## config.mk

```make
export PLATFORM = sky130hd
export DESIGN_NAME = quad_anode_centroid_hit_classifier_top
export DESIGN_NICKNAME = d
export VERILOG_FILES = /design/src/qach_pkg.sv /design/src/quad_anode_centroid_hit_classifier_top.sv
export SDC_FILE = /design/constraint.sdc
export NUM_CORES = 1
export LEC_CHECK = 0
export ABC_AREA = 1
export BUFFER_PORTS_ARGS = -buffer_cell sky130_fd_sc_hd__buf_2
export CAP_MARGIN = 15
export CORE_ASPECT_RATIO = 1.1
export CORE_UTILIZATION = 60
export CTS_CLUSTER_DIAMETER = 150
export DETAILED_ROUTE_END_ITERATION = 8
export PLACE_DENSITY = 0.8
export SETUP_SLACK_MARGIN = 0.02
export SYNTH_ARGS = -nofsm -noshare
export SYNTH_HDL_FRONTEND = slang
export SYNTH_SLANG_ARGS = --single-unit
```

## constraint.sdc

```tcl
create_clock -name clk -period 8.4 [get_ports clk]
set_clock_uncertainty 0.1 [all_clocks]
set_input_delay 1.68 -clock clk [delete_from_list [all_inputs] [get_ports clk]]
set_output_delay 1.68 -clock clk [all_outputs]
set_load 0.005 [all_outputs]
```

## src/qach_pkg.sv

```systemverilog
// Shared constants and field layout for the quad anode centroid hit classifier.
`default_nettype none
package qach_pkg;

    localparam int TUBES_PER_UNIT = 6;
    localparam int ADC_BITS       = 12;

    localparam int CFG_BITS    = 12;
    localparam int UNIT_BITS   = 4;
    localparam int TUBE_BITS   = $clog2(TUBES_PER_UNIT);
    localparam int SUM2_BITS   = ADC_BITS + 1;
    localparam int ENERGY_BITS = ADC_BITS + 2;
    localparam int Q_BITS      = 15;
    localparam int POS_BITS    = Q_BITS + 1;
    localparam int CLASS_BITS  = 3;
    localparam int TALLY_BITS  = 2;
    localparam int CNT_BITS    = $clog2(Q_BITS);

    localparam int IN_TDATA_W  = ((4 * ADC_BITS + 7) / 8) * 8;
    localparam int IN_TUSER_W  = UNIT_BITS + TUBE_BITS;
    localparam int OUT_FIELD_W = 1 + ENERGY_BITS + 2 * POS_BITS + 2 + CLASS_BITS;
    localparam int OUT_TDATA_W = ((OUT_FIELD_W + 7) / 8) * 8;
    localparam int OUT_TUSER_W = UNIT_BITS + TUBE_BITS;

    // output tdata bit offsets
    localparam int OFS_HIT    = 0;
    localparam int OFS_ENERGY = OFS_HIT + 1;
    localparam int OFS_POSX   = OFS_ENERGY + ENERGY_BITS;
    localparam int OFS_POSY   = OFS_POSX + POS_BITS;
    localparam int OFS_OVF    = OFS_POSY + POS_BITS;
    localparam int OFS_LACK   = OFS_OVF + 1;
    localparam int OFS_CLASS  = OFS_LACK + 1;

    localparam logic [0:0] REG_HIT_THRESHOLD  = 1'b0;
    localparam logic [0:0] REG_OVERFLOW_LIMIT = 1'b1;

    localparam logic [CFG_BITS-1:0] RESET_THRESHOLD = CFG_BITS'(33);
    localparam logic [CFG_BITS-1:0] RESET_OVERFLOW  = CFG_BITS'(4000);

    localparam logic [CLASS_BITS-1:0] CLASS_ERROR = CLASS_BITS'(4);

endpackage
`default_nettype wire

```

## src/quad_anode_centroid_hit_classifier_top.sv

```systemverilog
// Top level: per-tube energy, Anger centroids and per-event hit classification.
`default_nettype none
// Each accepted transfer carries the four anode samples of one tube. Samples
// above overflow_limit flag overflow; the others above hit_threshold pass. A
// tube with all four passing is a hit, and its energy is the sum of the four;
// for a hit, a single shared radix-2 restoring divider computes x, then y,
// one quotient bit per cycle, and the result is then loaded into the output
// register; a non-hit goes to the output load directly. A new item is not
// accepted before the last one is loaded, as input is accepted only while
// the block is idle; a finished result sits in the output register until
// taken, so the next item can be accepted meanwhile, but a new result waits
// for that register to free up. The transfer with tlast set closes the
// event; its result carries the event class and has tlast set.
module quad_anode_centroid_hit_classifier_top (
    input  wire logic                             clk,
    input  wire logic                             rst_n,
    input  wire logic                             cfg_we,
    input  wire logic [0:0]                       cfg_addr,
    input  wire logic [qach_pkg::CFG_BITS-1:0]    cfg_wdata,
    input  wire logic                             s_axis_tvalid,
    output logic                                  s_axis_tready,
    // sample_a, sample_b, sample_c, sample_d
    input  wire logic [qach_pkg::IN_TDATA_W-1:0]  s_axis_tdata,
    // unit_index, tube_index
    input  wire logic [qach_pkg::IN_TUSER_W-1:0]  s_axis_tuser,
    input  wire logic                             s_axis_tlast,
    output logic                                  m_axis_tvalid,
    input  wire logic                             m_axis_tready,
    // hit_valid, energy_sum, pos_x, pos_y, tube_overflow, tube_data_lack,
    // event_class, zero pad
    output logic [qach_pkg::OUT_TDATA_W-1:0]      m_axis_tdata,
    // unit_echo, tube_echo
    output logic [qach_pkg::OUT_TUSER_W-1:0]      m_axis_tuser,
    output logic                                  m_axis_tlast
);
    import qach_pkg::*;

    typedef enum logic [3:0] {
        ST_IDLE  = 4'b0001,
        ST_DIVX  = 4'b0010,
        ST_DIVY  = 4'b0100,
        ST_WRITE = 4'b1000
    } state_t;

    state_t state_reg, state_next;

    logic [CFG_BITS-1:0]    thr_reg, ovl_reg;
    logic [TALLY_BITS-1:0]  tally_reg, tally_next;
    logic                   ovf_seen_reg, ovf_seen_next;
    logic                   lack_seen_reg, lack_seen_next;

    logic                   hit_reg, hit_next;
    logic                   ovf_reg, ovf_next;
    logic                   lack_reg, lack_next;
    logic [ENERGY_BITS-1:0] energy_reg, energy_next;
    logic [SUM2_BITS-1:0]   magy_reg, magy_next;
    logic                   negx_reg, negx_next;
    logic                   negy_reg, negy_next;
    logic [UNIT_BITS-1:0]   unit_reg, unit_next;
    logic [TUBE_BITS-1:0]   tube_reg, tube_next;
    logic                   done_reg, done_next;
    logic [CLASS_BITS-1:0]  class_reg, class_next;

    logic [ENERGY_BITS-1:0] rem_reg, rem_next;
    logic [Q_BITS-1:0]      quot_reg, quot_next;
    logic [Q_BITS-1:0]      qx_reg, qx_next;
    logic [CNT_BITS-1:0]    cnt_reg, cnt_next;

    logic                   mvalid_reg, mvalid_next;
    logic [OUT_TDATA_W-1:0] mdata_reg, mdata_next;
    logic [OUT_TUSER_W-1:0] muser_reg, muser_next;
    logic                   mlast_reg, mlast_next;

    logic [ADC_BITS-1:0]    smp [4];
    logic [3:0]             smp_ovf, smp_pass;
    logic                   in_hit, in_ovf, in_lack, in_fire, out_load;
    logic [SUM2_BITS-1:0]   sab, scd, sad, sbc;
    logic [ENERGY_BITS-1:0] in_energy;
    logic [TALLY_BITS-1:0]  tally_inc;
    logic                   evt_ovf, evt_lack;

    logic [ENERGY_BITS:0]   rem_sh;
    logic                   div_ge;
    logic [ENERGY_BITS:0]   rem_sub;
    logic [POS_BITS-1:0]    posx, posy;

    assign s_axis_tready = (state_reg == ST_IDLE);
    assign in_fire       = s_axis_tvalid && s_axis_tready;
    assign m_axis_tvalid = mvalid_reg;
    assign m_axis_tdata  = mdata_reg;
    assign m_axis_tuser  = muser_reg;
    assign m_axis_tlast  = mlast_reg;

    always_comb
    begin
        for (int i = 0; i < 4; i++)
        begin
            smp[i]      = s_axis_tdata[i*ADC_BITS +: ADC_BITS];
            smp_ovf[i]  = smp[i] > ovl_reg;
            smp_pass[i] = !smp_ovf[i] && (smp[i] > thr_reg);
        end
        in_ovf  = |smp_ovf;
        in_hit  = &smp_pass;
        in_lack = (|smp_pass) && !in_hit;
        sab = SUM2_BITS'(smp[0]) + SUM2_BITS'(smp[1]);
        scd = SUM2_BITS'(smp[2]) + SUM2_BITS'(smp[3]);
        sad = SUM2_BITS'(smp[0]) + SUM2_BITS'(smp[3]);
        sbc = SUM2_BITS'(smp[1]) + SUM2_BITS'(smp[2]);
        in_energy = ENERGY_BITS'(sab) + ENERGY_BITS'(scd);
        tally_inc = (in_hit && tally_reg != '1) ? tally_reg + 1'b1 : tally_reg;
        evt_ovf   = ovf_seen_reg || in_ovf;
        evt_lack  = lack_seen_reg || in_lack;
    end

    // shared divider step
    always_comb
    begin
        rem_sh  = {rem_reg, 1'b0};
        div_ge  = rem_sh >= {1'b0, energy_reg};
        rem_sub = rem_sh - {1'b0, energy_reg};
    end

    always_comb
    begin
        posx = negx_reg ? -{1'b0, qx_reg} : {1'b0, qx_reg};
        posy = negy_reg ? -{1'b0, quot_reg} : {1'b0, quot_reg};
        if (!hit_reg)
        begin
            posx = '0;
            posy = '0;
        end
    end

    assign out_load = (state_reg == ST_WRITE) && (!mvalid_reg || m_axis_tready);

    always_comb
    begin
        state_next     = state_reg;
        tally_next     = tally_reg;
        ovf_seen_next  = ovf_seen_reg;
        lack_seen_next = lack_seen_reg;
        hit_next       = hit_reg;
        ovf_next       = ovf_reg;
        lack_next      = lack_reg;
        energy_next    = energy_reg;
        magy_next      = magy_reg;
        negx_next      = negx_reg;
        negy_next      = negy_reg;
        unit_next      = unit_reg;
        tube_next      = tube_reg;
        done_next      = done_reg;
        class_next     = class_reg;
        rem_next       = rem_reg;
        quot_next      = quot_reg;
        qx_next        = qx_reg;
        cnt_next       = cnt_reg;
        mvalid_next    = mvalid_reg && !m_axis_tready;
        mdata_next     = mdata_reg;
        muser_next     = muser_reg;
        mlast_next     = mlast_reg;

        unique case (state_reg)
            ST_IDLE:
            begin
                if (in_fire)
                begin
                    hit_next    = in_hit;
                    ovf_next    = in_ovf;
                    lack_next   = in_lack;
                    energy_next = in_hit ? in_energy : '0;
                    negx_next   = sab < scd;
                    negy_next   = sad < sbc;
                    rem_next    = ENERGY_BITS'((sab < scd) ? scd - sab : sab - scd);
                    magy_next   = (sad < sbc) ? sbc - sad : sad - sbc;
                    quot_next   = '0;
                    cnt_next    = '0;
                    unit_next   = s_axis_tuser[UNIT_BITS-1:0];
                    tube_next   = s_axis_tuser[UNIT_BITS +: TUBE_BITS];
                    done_next   = s_axis_tlast;
                    class_next  = '0;
                    if (s_axis_tlast)
                    begin
                        class_next     = (evt_ovf || evt_lack) ? CLASS_ERROR
                                                               : CLASS_BITS'(tally_inc);
                        tally_next     = '0;
                        ovf_seen_next  = 1'b0;
                        lack_seen_next = 1'b0;
                    end
                    else
                    begin
                        tally_next     = tally_inc;
                        ovf_seen_next  = evt_ovf;
                        lack_seen_next = evt_lack;
                    end
                    state_next = in_hit ? ST_DIVX : ST_WRITE;
                end
            end
            ST_DIVX, ST_DIVY:
            begin
                rem_next  = div_ge ? rem_sub[ENERGY_BITS-1:0] : rem_sh[ENERGY_BITS-1:0];
                quot_next = {quot_reg[Q_BITS-2:0], div_ge};
                cnt_next  = cnt_reg + 1'b1;
                if (cnt_reg == CNT_BITS'(Q_BITS - 1))
                begin
                    cnt_next = '0;
                    if (state_reg == ST_DIVX)
                    begin
                        qx_next    = {quot_reg[Q_BITS-2:0], div_ge};
                        quot_next  = '0;
                        rem_next   = ENERGY_BITS'(magy_reg);
                        state_next = ST_DIVY;
                    end
                    else
                    begin
                        state_next = ST_WRITE;
                    end
                end
            end
            ST_WRITE:
            begin
                if (out_load)
                begin
                    mvalid_next = 1'b1;
                    mdata_next  = '0;
                    mdata_next[OFS_HIT]                      = hit_reg;
                    mdata_next[OFS_ENERGY +: ENERGY_BITS]    = energy_reg;
                    mdata_next[OFS_POSX +: POS_BITS]         = posx;
                    mdata_next[OFS_POSY +: POS_BITS]         = posy;
                    mdata_next[OFS_OVF]                      = ovf_reg;
                    mdata_next[OFS_LACK]                     = lack_reg;
                    mdata_next[OFS_CLASS +: CLASS_BITS]      = class_reg;
                    muser_next  = {tube_reg, unit_reg};
                    mlast_next  = done_reg;
                    state_next  = ST_IDLE;
                end
            end
            default:
            begin
                state_next = ST_IDLE;
            end
        endcase
    end

    always_ff @(posedge clk or negedge rst_n)
    begin
        if (!rst_n)
        begin
            state_reg     <= ST_IDLE;
            thr_reg       <= RESET_THRESHOLD;
            ovl_reg       <= RESET_OVERFLOW;
            tally_reg     <= '0;
            ovf_seen_reg  <= 1'b0;
            lack_seen_reg <= 1'b0;
            mvalid_reg    <= 1'b0;
            cnt_reg       <= '0;
        end
        else
        begin
            state_reg     <= state_next;
            tally_reg     <= tally_next;
            ovf_seen_reg  <= ovf_seen_next;
            lack_seen_reg <= lack_seen_next;
            mvalid_reg    <= mvalid_next;
            cnt_reg       <= cnt_next;
            if (cfg_we)
            begin
                unique case (cfg_addr)
                    REG_HIT_THRESHOLD:  thr_reg <= cfg_wdata;
                    REG_OVERFLOW_LIMIT: ovl_reg <= cfg_wdata;
                    default:            ;
                endcase
            end
        end
    end

    always_ff @(posedge clk)
    begin
        hit_reg    <= hit_next;
        ovf_reg    <= ovf_next;
        lack_reg   <= lack_next;
        energy_reg <= energy_next;
        magy_reg   <= magy_next;
        negx_reg   <= negx_next;
        negy_reg   <= negy_next;
        unit_reg   <= unit_next;
        tube_reg   <= tube_next;
        done_reg   <= done_next;
        class_reg  <= class_next;
        rem_reg    <= rem_next;
        quot_reg   <= quot_next;
        qx_reg     <= qx_next;
        mdata_reg  <= mdata_next;
        muser_reg  <= muser_next;
        mlast_reg  <= mlast_next;
    end

endmodule
`default_nettype wire

```

# Yosys cells after proc, flatten, opt, wreduce, memory -nomap -nowiden
# Index checks and enable logic that the tools add are counted.
word_totals:
  regBits: 184
  wordCells: 129
  inputBits: 74
classes:
  magnitude_cmp: 11
  n_addsub: 14
  bitwise_logic: 2
  muxes: 29
  reduce_logical: 35
  eq_ne: 9
ops:
  columns: ["op", "count"]
  rows:
  - ["$gt A12 B12 Y1", 8]
  - ["$mux W15", 5]
  - ["$mux W14", 5]
  - ["$add A12 B12 Y13", 4]
  - ["$neg A15 Y16", 2]
  - ["$pmux W15 S2", 1]
  - ["$mux W4", 7]
  - ["$pmux W14 S2", 1]
  - ["$sub A13 B13 Y14", 2]
  - ["$lt A13 B13 Y1", 2]
  - ["$sub A13 B13 Y13", 2]
  - ["$ge A15 B14 Y1", 1]
  - ["$add A13 B13 Y14", 1]
  - ["$reduce_and A2 Y1", 7]
  - ["$sub A14 B14 Y14", 1]
  - ["$mux W13", 1]
  - ["$pmux W4 S3", 1]
  - ["$logic_and A1 B1 Y1", 9]
  - ["$eq A4 B4 Y1 const B", 2]
  - ["$pmux W4 S2", 1]
  - ["$reduce_or A4 Y1", 2]
  - ["$logic_not A1 Y1", 7]
  - ["$ne A2 B2 Y1 const B", 3]
  - ["$reduce_and A3 Y1", 2]
  - ["other kinds (14)", 23]

# Longest topological paths before layout
# Gate-level depths: netlist (run 1).
depth:
  word_depth: 9
  depth_mapped: 23
  mapped_depth_nobuf: 22

# Least setup slack after synthesis (run 1)
# No wires, ideal clock.
synth_path:
  kind: "input -> register"
  start: "in s_axis_tdata[0] (netlist bit)"
  end: "reg rem_reg[13] (data pin)"
  t_arrival_ps: 4592
  path_stages: 21
  path_buffers: 2
  required_time_ps: 8043
  setup_ps: 257
  path_slack_ps: 3452
  path_cell_list: "ha_1 > inv_1 > fa_1 > o21ai_1 > a21oi_1 > o31ai_1 > xor2_1 > inv_1 > ha_1 > buf_2 > nor2_1 > nand2_1 > inv_1 > nand4_2 > nand3_2 > a21oi_4 > inv_2 > buf_6 > nor2_2 > o21ai_1 > nand2_1"
synth_via:
  elab_chain_len: 5
  elab_cells_between_ends: 7
  classes_between: "add/sub (3); order compare (1); mux (3)"
synth_lines:
  columns: ["item", "line_no", "rtl"]
  rows:
  - ["start, declared", "quad_anode_centroid_hit_classifier_top.sv:23", "input wire logic [qach_pkg::IN_TDATA_W-1:0] s_axis_tdata,"]
  - ["$add A12 B12 Y13 *", "quad_anode_centroid_hit_classifier_top.sv:105", "sab = SUM2_BITS'(smp[0]) + SUM2_BITS'(smp[1]);"]
  - ["$sub A13 B13 Y14 or $lt A13 B13 Y1 (tied branches)", "quad_anode_centroid_hit_classifier_top.sv:173", "rem_next = ENERGY_BITS'((sab < scd) ? scd - sab : sab - scd);"]
  - ["$mux W14 *", "quad_anode_centroid_hit_classifier_top.sv:173", null]
  - ["$mux W14 *", "quad_anode_centroid_hit_classifier_top.sv:165", "if (in_fire)"]
  - ["$pmux W14 S2 *", "quad_anode_centroid_hit_classifier_top.sv:162", "unique case (state_reg)"]
  - ["via rem_next[13]", "quad_anode_centroid_hit_classifier_top.sv:64", "logic [ENERGY_BITS-1:0] rem_reg, rem_next;"]
  - ["end signal, assigned", "quad_anode_centroid_hit_classifier_top.sv:289", "rem_reg <= rem_next;"]
  - ["end, declared", "quad_anode_centroid_hit_classifier_top.sv:64", null]
# Mark *: on every way through the listed nets, which the timed path passes. The rest lies on a longest branch. The select of a mux whose other input is x is not followed.
# A chain may end at the register's enable or synchronous reset.

# Worst setup path after layout (run 1)
layout_path:
  start: "in s_axis_tdata[36] (netlist bit)"
  end: "reg rem_reg[3] (data pin)"
layout_via:
  elab_chain_len: 5
  elab_cells_between_ends: 7
  classes_between: "add/sub (3); order compare (1); mux (3)"
layout_lines:
  columns: ["item", "line_no", "rtl"]
  rows:
  - ["$add A12 B12 Y13 *", "quad_anode_centroid_hit_classifier_top.sv:106", "scd = SUM2_BITS'(smp[2]) + SUM2_BITS'(smp[3]);"]
  - ["$sub A13 B13 Y14 or $lt A13 B13 Y1 (tied branches)", "quad_anode_centroid_hit_classifier_top.sv:173", null]
  - ["$mux W14 *", "quad_anode_centroid_hit_classifier_top.sv:173", null]
  - ["$mux W14 *", "quad_anode_centroid_hit_classifier_top.sv:165", null]
  - ["$pmux W14 S2 *", "quad_anode_centroid_hit_classifier_top.sv:162", null]
  - ["via rem_next[3]", "quad_anode_centroid_hit_classifier_top.sv:64", null]
# Marked as above.

==> results of run 1 <==
## path summary, 6_finish.rpt
check / to / depth (start not counted)
worst max-delay path: rem_reg[3] / 21
worst min-delay path: m_axis_tuser[6] / 0
worst max register to register: energy_reg[9] / 14
worst min register to register: m_axis_tuser[6] / 0
max in group asynchronous: cnt_reg[2] / 1
min in group asynchronous: ovl_reg[1] / 1
## final cells by class
class	instances	share of cell area [%]
well taps	346	2.511
inverters	303	6.597
repair buffers	139	4.093
clock inverters	15	1.190
multi-input cells	1425	52.10
clock buffers	17	2.468
flip-flops and latches	184	31.04
## cells in the final DEF (no fill, tap or decap), drive strengths merged
master  instances
a31o            2
o21ai         107
nand3          94
o211ai          6
o21a            8
o21bai         16
a21boi          2
xnor2          19
a221oi          5
a21oi         171
nand2         431
a221o           1
fa             10
o311ai          1
a211oi          4
a22oi           1
a31oi           7
a21o           14
dfstp           9
nor3b           2
ha            227
buf           139
nand4          29
inv           311
mux2i           1
o31ai           6
nor4            1
nor2          128
clkbuf         17
dfrtp          28
o22ai           1
a32o            1
conb            4
xor2           72
edfxtp        147
or2            12
clkinv          7
nor3           42
## critical path: stages
cell	delay, ps
buf_2	110
ha_1	210
inv_1	80
fa_1	400
o21ai_1	370
a21oi_1	190
o31ai_1	330
xor2_1	250
inv_1	90
ha_1	470
nor2_1	110
nand2_1	70
inv_1	70
o21ai_1	90
nand3_2	150
a21oi_4	390
inv_2	200
nand2_1	100
nand2_1	60
nand2_1	60
nand2_1	60
## through the flow
step / std cells / setup slack (ps) / util (%) / area (µm²) / hold slack, ps
floorplan: 1952 / 3452 / - / 15670 / 300.3
global placement: 2397 / 2624 / 65.15 / 16610 / 300.5
detailed placement: 2397 / 2524 / 65.15 / 16610 / 306.3
CTS: 2429 / 2956 / 67.63 / 17240 / 328.1
global route: 2429 / 2576 / 67.63 / 17240 / 327.8
finish: 2429 / 2938 / 67.63 / 17240 / 329.7
## cells by family (layout without fill, tap and decap cells)
kind of cell | after synthesis | in the layout | synth area share, %
adder cells (fa/ha/maj) | 237 | 237 | 19.41
other | 1 | 4 | 0.02394
AO/OA/AOI/OAI | 353 | 353 | 12.81
AND/OR/NAND/NOR | 739 | 739 | 19.83
XOR/XNOR | 91 | 91 | 5.089
flip-flops | 184 | 184 | 34.17
buffers and inverters | 343 | 474 | 8.604
multiplexers | 1 | 1 | 0.06392
## power groups by stage
stage               registers (mW)  logic, mW  clock network, mW
floorplan                     1.39       1.68                  0
finish                        1.41       2.26              0.864
CTS                           1.41       2.23              0.865
global placement              1.42       2.16                  0
detailed placement            1.43       2.21                  0
global route                  1.43       2.54              0.898
## per-layer routing
layer / global-route usage [%] / vias to the layer above
li1: - / 6726
met1: 35.63 / 6307
met2: 57.74 / 395
met3: 3.099 / 91
met4: 13.00 / 0
met5: 0 / -
==> run summary, run 1 <==
Fin. Hold Viols -> 0
Peak VDD IR -> 0.0001550 V
Synth area leader -> edfxtp_1
Metal-1 WL -> 16400 µm
initial antenna violation count -> 0
crit path DAT -> 5560 ps
initial core utilization -> 61.44%
Die Y -> 171.4 µm
R2R Path Start -> ovl_reg[11]
Met2 Routed Length -> 20760 µm
Hold-fix buffers, CTS -> 0
startpoint types -> input pin
port buffer count -> 135
HP Class -> flip-flop to flip-flop
cts repair resizes -> 0
Tcrit/Tclk final -> 65.03%
Design Power -> 4.530 mW
max reg flops -> 52
global-route wire length before repair -> 64440 µm
GRT Total Usage -> 30.84%
DR vias -> 13.52k
Switching Fraction -> 44.76%
post-route ant nets -> 0
EDFF count, synth -> 147
highest metal used -> met4
Yosys cell types -> 55
drt pass-1 iters -> 5
CTS sink cnt -> 184
Avg Inst Size Synth -> 8.036 µm²
Final nets -> 2381
drt via density -> 5.566
sw power -> 2.027 mW
# DRC -> 0
n_diodes -> 0
setup tns final -> 0 ps
asr flop ratio synth -> 20.11%
Clk pwr share -> 19.1%
YS warnings -> 0
met3 routed wirelength -> 1541 µm
Max Root-Sink Buffers -> 2
HP Start -> tube_reg[2]
most numerous cell in the Yosys netlist -> nand2_1
Post-CTS Setup Bufs -> 0
H-tree depth -> 4
largest net degree at the start of global routing -> 61
cell area power density -> 262.8 nW/µm²
layout cells sized above 1 -> 10.61%
sequential share of the synthesized area -> 34.17%
Worst Setup SP -> s_axis_tdata[36]
maxcap violations -> 0
Core ar. -> 25490 µm²
Reg power frac -> 31.1%
Max Freq -> 0.1831 GHz
Leak Pwr -> 8.626 nW
row cnt -> 61
area delta synth->final -> 10.07%
routed len/inst -> 16.57 µm
Cells after Synth -> 1949
prevailing post-synth register cell -> edfxtp_1
unrepaired setup endpoints after global routing -> no
root buf cell -> clkbuf_16
worst slew margin relative to its limit -> 24.69%
HPWL after DPL -> 32710 µm
die area -> 26750 µm²
Combinational Power Share -> 49.8%
Worst R2R Setup Slack -> 5230 ps
Worst Setup End Kind -> flip-flop
slew at the pin closest to its max-slew limit -> 1128 ps
status -> finished clean
gr ovfl total -> 0
I/O pins -> 140
final wirelength -> 40250 µm
largest cells by area after synthesis -> edfxtp_1, ha_1, nand2_1
share of the synthesized area in the top cell type -> 28.19%
setup violators final -> 0
vias in the first global route -> 13.22k
WP data required -> 8500 ps
Filler Cells Inserted -> 2159
clk_lat worst skew -> 450 ps
Multi-input gate area -> 8981 µm²
Placer Congestion -> 0.9650
register area -> 5351 µm²
CTS tree -> built
min Tclk post-route -> 5462 ps
CTS Buf Count -> 17
crit path max fanout -> 15
Setup CP Type -> input pin to flip-flop
Pint -> 2.503 mW
DRT iter0 DRCs -> 868
clk slew on worst S/H paths -> 90 ps
synth cell count leaders -> nand2_1, inv_1, ha_1, a21oi_1, edfxtp_1
Cell Area, Synth -> 15660 µm²
#FFs+latches synth -> 184
Die W -> 156.0 µm
max-slew violation count -> 0
Note: power is estimated with default switching activity, not from simulation.
==> run 2: changes to the inputs <==
--- a/config.mk
+++ b/config.mk
@@ -5,14 +5,14 @@
 export SDC_FILE = /design/constraint.sdc
 export NUM_CORES = 1
 export LEC_CHECK = 0
-export ABC_AREA = 1
+export ABC_AREA = 0
 export BUFFER_PORTS_ARGS = -buffer_cell sky130_fd_sc_hd__buf_2
 export CAP_MARGIN = 15
 export CORE_ASPECT_RATIO = 1.1
-export CORE_UTILIZATION = 60
+export CORE_UTILIZATION = 55
 export CTS_CLUSTER_DIAMETER = 150
 export DETAILED_ROUTE_END_ITERATION = 8
-export PLACE_DENSITY = 0.8
+export PLACE_DENSITY = 0.78
 export SETUP_SLACK_MARGIN = 0.02
 export SYNTH_ARGS = -nofsm -noshare
 export SYNTH_HDL_FRONTEND = slang
==> constraint.sdc (replaced) <==
create_clock -name clk -period 4.5 [get_ports clk]
set_clock_uncertainty 0.1 [all_clocks]
set_input_delay 0.9 -clock clk [delete_from_list [all_inputs] [get_ports clk]]
set_output_delay 0.9 -clock clk [all_outputs]
set_load 0.005 [all_outputs]
==> run 2 against run 1 <==
Compared with the run above:
- clock power up 76%
- largest cell class unchanged
- the run now ends with setup timing left
- design area up 9.5%
- wire length up 1.4%
- sequential cell count is the same
- critical endpoint unchanged
- die area is 4.0% higher
==> run summary, run 2 <==
DRT iter0 DRCs -> 712 (-18%)
Yosys cell types -> 77 (+40%)
max reg flops -> 52 (unchanged)
final setup margin -> -166.2 ps (-3104 ps)
Fin. Hold Viols -> 0 (unchanged)
row cnt -> 62 (+1.6%)
sequential share of the synthesized area -> 35.81% (+1.6 points)
largest net degree at the start of global routing -> 61 (unchanged)
routed len/inst -> 18.27 µm (+10%)
unrepaired setup endpoints after global routing -> yes
initial antenna violation count -> 8 (+8)
prevailing post-synth register cell -> edfxtp_1
HP Class -> flip-flop to flip-flop
Filler Cells Inserted -> 1945 (-9.9%)
final wirelength -> 40790 µm (+1.4%)
I/O pins -> 140 (unchanged)
Die Y -> 174.9 µm (+2.0%)
most frequent cells in the layout -> buf_4, ha_1, edfxtp_1
final cell count without fillers -> 2233 (-8.1%)
# DRC -> 0 (unchanged)
clk slew on worst S/H paths -> 80 ps (about the same)
placed cell areas -> 17430 µm² (+5.0%)
Avg Inst Size Synth -> 9.909 µm² (+23%)
WP data required -> 4570 ps (-3930 ps)
layout cells sized above 1 -> 28.88% (+18 points)
most numerous cell in the Yosys netlist -> ha_1
met3 usage -> 4.890% (+1.8 points)
global-route met2 utilization -> 53.22% (-4.5 points)
H-tree depth -> 4 (unchanged)
status -> finished with violations
crit path DAT -> 4730 ps (-830 ps)
Die W -> 159.2 µm (+2.0%)
Design Power -> 8.014 mW (+77%)
CTS tree -> built
Worst R2R Setup Slack -> 890 ps (-4340 ps)
CTS sink cnt -> 184 (unchanged)
Cell Area, Synth -> 14940 µm² (-4.6%)
Core ar. -> 26380 µm² (+3.5%)
Leak Pwr -> 8.588 nW (-0.44%)
setup tns final -> -2298 ps (-2298 ps)
drt via density -> 5.692 (+2.3%)
global-route wire length before repair -> 64400 µm (about the same)
Synth area leader -> edfxtp_1
min Tclk post-route -> 4666 ps
asr flop ratio synth -> 20.11% (unchanged)
synth cell count leaders -> ha_1, edfxtp_1, inv_1, a21oi_1, nor2_1
Multi-input gate area -> 9388 µm² (+4.5%)
port buffer count -> 135 (unchanged)
Tcrit/Tclk final -> 103.7%
Worst Setup End Kind -> flip-flop
slew at the pin closest to its max-slew limit -> 960.4 ps (-168.0 ps)
largest cells by area after synthesis -> edfxtp_1, ha_1, xnor2_1
failing checks -> setup timing
initial core utilization -> 56.66% (-4.8 points)
worst hold slack -> 319.0 ps (-10.79 ps)
Post-Place Worst Slack -> -1072 ps (-3596 ps)
clk_lat worst skew -> 450 ps (about the same)
die area -> 27830 µm² (+4.0%)
DR vias -> 12.71k (-6.0%)
root buf cell -> clkbuf_16
met1 Usage GRT -> 34.55% (-1.1 points)
startpoint types -> input pin
Max Freq -> 0.2143 GHz
Setup CP Type -> input pin to flip-flop
design area -> 18870 µm² (+9.5%)
gr ovfl total -> 0 (unchanged)
drt pass-1 iters -> 5 (unchanged)
EDFF count, synth -> 147 (unchanged)
GRT Total Usage -> 29.54% (-1.3 points)
maxcap violations -> 0 (unchanged)
Cells after Synth -> 1508 (-23%)
Final Util -> 71.56% (+3.9 points)
area delta synth->final -> 26.30%
YS warnings -> 0 (unchanged)
cell area power density -> 424.6 nW/µm² (+62%)
HPWL after DPL -> 31770 µm (-2.9%)
Max Root-Sink Buffers -> 2 (unchanged)
#FFs+latches synth -> 184 (unchanged)
CTS Buf Count -> 17 (unchanged)
setup violators final -> 20 (+20)
Placer Congestion -> 0.9799 (+1.5%)
share of the synthesized area in the top cell type -> 29.54% (+1.4 points)
max-slew violation count -> 0 (unchanged)
Peak VDD IR -> 0.0003149 V (+100%)
vias in the first global route -> 12.66k (-4.3%)
register area -> 5351 µm² (unchanged)
most common cell after layout, fill and taps aside -> buf_4
worst slew margin relative to its limit -> 35.90% (+11 points)
placed cells -> 2153 (-10%)
post-route ant nets -> 0 (unchanged)
crit path max fanout -> 5 (-10)
Final nets -> 2175 (-8.7%)
Hold-fix buffers, CTS -> 0 (unchanged)
Top Usage Layer GRT -> met2
-- run 2: cell types whose count changed after synthesis, moves of 33 or more --
cell | before | now
a21oi_1 | 166 | 91
and2_1 | 0 | 33
inv_1 | 292 | 134
nand2_1 | 429 | 80
nand3_1 | 91 | 14
nor2_1 | 125 | 91
nor2b_1 | 0 | 35
xnor2_1 | 19 | 84
xor2_1 | 72 | 27
-- run 2: cell families after synthesis --
family          after synthesis  synth area share, %
simple gates                406                14.05
compound gates              353                15.43
fa+ha+maj                   237                20.35
flops                       184                35.81
buf+inv                     172                4.722
xor+xnor                    111                6.506
mux                          44                3.106
other cells                   1              0.02510
-- run 2: final timing paths --
check / to / cells past startpoint / startpoint
max in group asynchronous: cnt_reg[3] / 1 / rst_n
setup / recovery: rem_reg[3] / 21 / s_axis_tdata[37]
hold / removal: m_axis_tuser[6] / 0 / tube_reg[2]
hold reg to reg: m_axis_tuser[6] / 0 / tube_reg[2]
setup reg to reg: energy_reg[13] / 11 / ovl_reg[5]
min in group asynchronous: tally_reg[1] / 1 / rst_n
-- run 2: timing repair --
| action | CTS | global route |
|---|---|---|
| endpoints found under the setup margin | 27 | 28 |
| cloned | 1 | 0 |
| pin swaps | 35 | 49 |
| gates resized for setup | 63 | 59 |
| buffers inserted | 31 | 14 |
-- run 2: routing by layer --
layer | wire [µm] | vias up
met5 | 34 | -
li1 | - | 6168
met4 | 1755 | 6
met2 | 20340 | 416
met3 | 2100 | 121
met1 | 16560 | 6000
-- run 2: power by group --
group	switching [mW]	internal, mW	leakage, nW
clock network	0.757	0.761	0.295
logic	2.18	2.05	6.47
registers	0.127	2.15	1.82
total	3.06	4.95	8.59
-- run 2: final cells by class --
cell class / count / area share, %
timing repair buffer: 369 / 13.49
multi-input combinational: 1155 / 49.74
clock buffer: 17 / 2.254
inverter: 137 / 2.765
tap: 352 / 2.334
antenna: 4 / 0.05304
sequential: 184 / 28.35
clock inverter: 15 / 1.008
-- run 2: worst max-delay path, stage by stage --
cell and delay (ps):
buf_12 110, ha_4 220, a21o_1 160, a21oi_2 160, o21ai_2 90, a211o_1 270
a31oi_2 210, nor2b_1 70, o21a_1 230, o41a_1 450, xor2_2 260, ha_4 250
a21oi_4 130, o21ai_2 70, a31oi_2 150, or2_4 210, buf_6 150, nor2_1 50
o311a_1 310, xnor2_1 150, o221ai_1 130
==> run 3: changes to the inputs <==
--- a/config.mk
+++ b/config.mk
@@ -7,12 +7,13 @@
 export LEC_CHECK = 0
 export ABC_AREA = 0
 export BUFFER_PORTS_ARGS = -buffer_cell sky130_fd_sc_hd__buf_2
-export CAP_MARGIN = 15
 export CORE_ASPECT_RATIO = 1.1
 export CORE_UTILIZATION = 55
 export CTS_CLUSTER_DIAMETER = 150
+export CTS_CLUSTER_SIZE = 16
 export DETAILED_ROUTE_END_ITERATION = 8
 export PLACE_DENSITY = 0.78
+export REMOVE_ABC_BUFFERS = 1
 export SETUP_SLACK_MARGIN = 0.02
 export SYNTH_ARGS = -nofsm -noshare
 export SYNTH_HDL_FRONTEND = slang
==> run 3 against run 2 <==
Compared with the run above:
- the flow still finishes with violations (setup timing)
- global-route usage increased by 0.60 points
- sequential share of layout area decreased by 0.59 points
- cell count increased by 1.7%
- combinational power increased by 4.7%
- sequential cell count unchanged
- die area unchanged
- critical path depth increased by 2
- sequential power about the same
- power increased by 3.0%
- critical endpoint is now rem_reg[2]
==> run summary, run 3 (synthesized netlist as in run 2, its figures left out) <==
global-route wire length before repair -> 65480 µm (+1.7%)
crit path max fanout -> 5 (unchanged)
routed len/inst -> 18.70 µm (+2.4%)
initial antenna violation count -> 7 (-1)
Switching Fraction -> 38.01% (-0.18 points)
Reg power frac -> 27.6% (-0.8 points)
slew at the pin closest to its max-slew limit -> 1165 ps (+204.4 ps)
max reg flops -> 52 (unchanged)
CTS sink cnt -> 184 (unchanged)
vias in the first global route -> 12.89k (+1.8%)
CTS tree -> built
sw power -> 3.136 mW (+2.5%)
maxcap violations -> 0 (unchanged)
Placer Congestion -> 0.9833 (+0.35%)
status -> finished with violations
root buf cell -> clkbuf_16
HPWL after DPL -> 32900 µm (+3.6%)
crit-path leading delay family -> compound AO/OA/AOI/OAI gates
layout cells sized above 1 -> 30.79% (+1.9 points)
most common cell after layout, fill and taps aside -> buf_4
area delta synth->final -> 29.00%
largest net degree at the start of global routing -> 61 (unchanged)
failing checks -> setup timing
Fin. Hold Viols -> 0 (unchanged)
Peak VDD IR -> 0.0002819 V (-10%)
min Tclk post-route -> 4847 ps (+180.9 ps)
DRT iter0 DRCs -> 899 (+26%)
Final nets -> 2211 (+1.7%)
HP Class -> flip-flop to flip-flop
row cnt -> 62 (unchanged)
placed cells -> 2186 (+1.5%)
die area -> 27830 µm² (unchanged)
initial core utilization -> 56.66% (unchanged)
max-slew violation count -> 0 (unchanged)
Filler Cells Inserted -> 1896 (-2.5%)
CTS Buf Count -> 17 (unchanged)
gr ovfl total -> 0 (unchanged)
Tcrit/Tclk final -> 107.7% (+4.0 points)
max incr delay on CP -> 400 ps (-50 ps)
Clk pwr share -> 18.9% (about the same)
clk_lat worst skew -> 460 ps (about the same)
# DRC -> 0 (unchanged)
crit path DAT -> 4940 ps (+210 ps)
Slowest cell on crit path -> o41a_1
GRT Total Usage -> 30.14% (+0.60 points)
cell area power density -> 428.0 nW/µm² (+0.80%)
final setup margin -> -347.1 ps (-180.9 ps)
crit-path cells -> buf_8 > buf_6 > ha_4 > a21o_1 > a21oi_2 > o21ai_2 > a211o_1 > a31oi_4 > nor2b_2 > o21a_1 > o41a_1 > xor2_2 > ha_4 > a21oi_4 > o21ai_2 > a31oi_2 > or2_4 > buf_8 > buf_4 > mux2i_1 > xnor2_1 > a22oi_1 > o21ai_1
number of buffers and inverters on the critical path -> 4 (+2)
worst slew margin relative to its limit -> 22.26% (-14 points)
drt pass-1 iters -> 6 (+1)
clk slew on worst S/H paths -> 80 ps (about the same)
DR vias -> 13.03k (+2.5%)
design area -> 19280 µm² (+2.1%)
setup tns final -> -5477 ps (-3179 ps)
Die Y -> 174.9 µm (unchanged)
unrepaired setup endpoints after global routing -> yes
placed cell areas -> 17580 µm² (+0.86%)
Leak Pwr -> 8.787 nW (+2.3%)
Combinational Power Share -> 53.5% (+0.8 points)
worst hold slack -> 321.6 ps (+2.616 ps)
Die W -> 159.2 µm (unchanged)
Setup CP Type -> input pin to flip-flop
final wirelength -> 42460 µm (+4.1%)
most frequent cells in the layout -> buf_4, ha_1, edfxtp_1
Max Freq -> 0.2063 GHz (-3.7%)
Pint -> 5.115 mW (+3.3%)
I/O pins -> 140 (unchanged)
Max Root-Sink Buffers -> 2 (unchanged)
port buffer count -> 135 (unchanged)
startpoint types -> input pin
post-route ant nets -> 0 (unchanged)
Core ar. -> 26380 µm² (unchanged)
final cell count without fillers -> 2271 (+1.7%)
Worst Setup End Kind -> flip-flop
Hold-fix buffers, CTS -> 0 (unchanged)
H-tree depth -> 4 (unchanged)
WP data required -> 4590 ps (+20 ps)
setup violators final -> 23 (+15%)
drt via density -> 5.737 (+0.79%)
[run 3: cell count changes in the layout (fill, tap and decap cells not counted), sizes merged]
cell	previous run	this run
buf	368	404
diode	4	6
inv	145	142
bufinv	0	1
clkinvlp	1	3
[run 3: area by class of cell]
type | instances | area, µm² | share of cell area, %
repair buffers | 405 | 2825 | 14.66
well taps | 352 | 440.4 | 2.285
inverters | 137 | 523.0 | 2.713
diodes | 6 | 15.01 | 0.07789
clock buffers | 17 | 425.4 | 2.207
flip-flops and latches | 184 | 5351 | 27.76
multi-input cells | 1155 | 9497 | 49.26
clock inverters | 15 | 200.2 | 1.038
[run 3: worst paths after layout]
kind,startpoint,end,slack (ps),cells past startpoint
setup / recovery,s_axis_tdata[13],rem_reg[2],-350,23
max in group asynchronous,rst_n,cnt_reg[3],3320,1
setup reg to reg,ovl_reg[5],energy_reg[13],890,11
hold reg to reg,class_reg[0],m_axis_tdata[49],320,0
hold / removal,class_reg[0],m_axis_tdata[49],320,0
min in group asynchronous,rst_n,ovl_reg[2],440,1
[run 3: metrics by stage]
stage | utilization (%) | worst slack (ps) | power (mW)
after global routing | 73.05 | -538.7 | 8.708
after global placement | 66.66 | -1065 | 5.963
after CTS | 71.44 | -266.5 | 7.930
after detailed placement | 66.66 | -1222 | 6.080
final | 73.09 | -347.1 | 8.251
after floorplan | - | -1041 | 4.694
[run 3: worst register-to-register path, delay by kind of cell (launching register included)]
kind	cells	cell delay [ps]
fa+ha+maj	1	320
simple gates	2	780
compound gates	6	1350
buf+inv	2	380
flops	1	540
[run 3: metal layers]
layer,vias up,GRT usage (%),routed length [µm]
met5,-,0,9
met4,2,16.19,2365
met3,132,4.581,2110
met2,450,54.00,21240
met1,6191,34.63,16740
li1,6254,-,-
[run 3: power groups by stage]
| stage | Clock [mW] | Sequential, mW | Combinational, mW |
|---|---|---|---|
| 2_1_floorplan | 0 | 2.26 | 2.43 |
| 3_3_place_gp | 0 | 2.30 | 3.67 |
| 3_5_place_dp | 0 | 2.31 | 3.77 |
| 4_1_cts | 1.57 | 2.27 | 4.08 |
| 5_1_grt | 1.63 | 2.30 | 4.78 |
| 6_report | 1.56 | 2.28 | 4.42 |
[run 3: repair_timing]
action	4_1_cts	5_1_grt
gates cloned	1	0
resized for setup	94	76
endpoints found under the setup margin	30	31
setup buffers	39	11
pin swaps	69	65
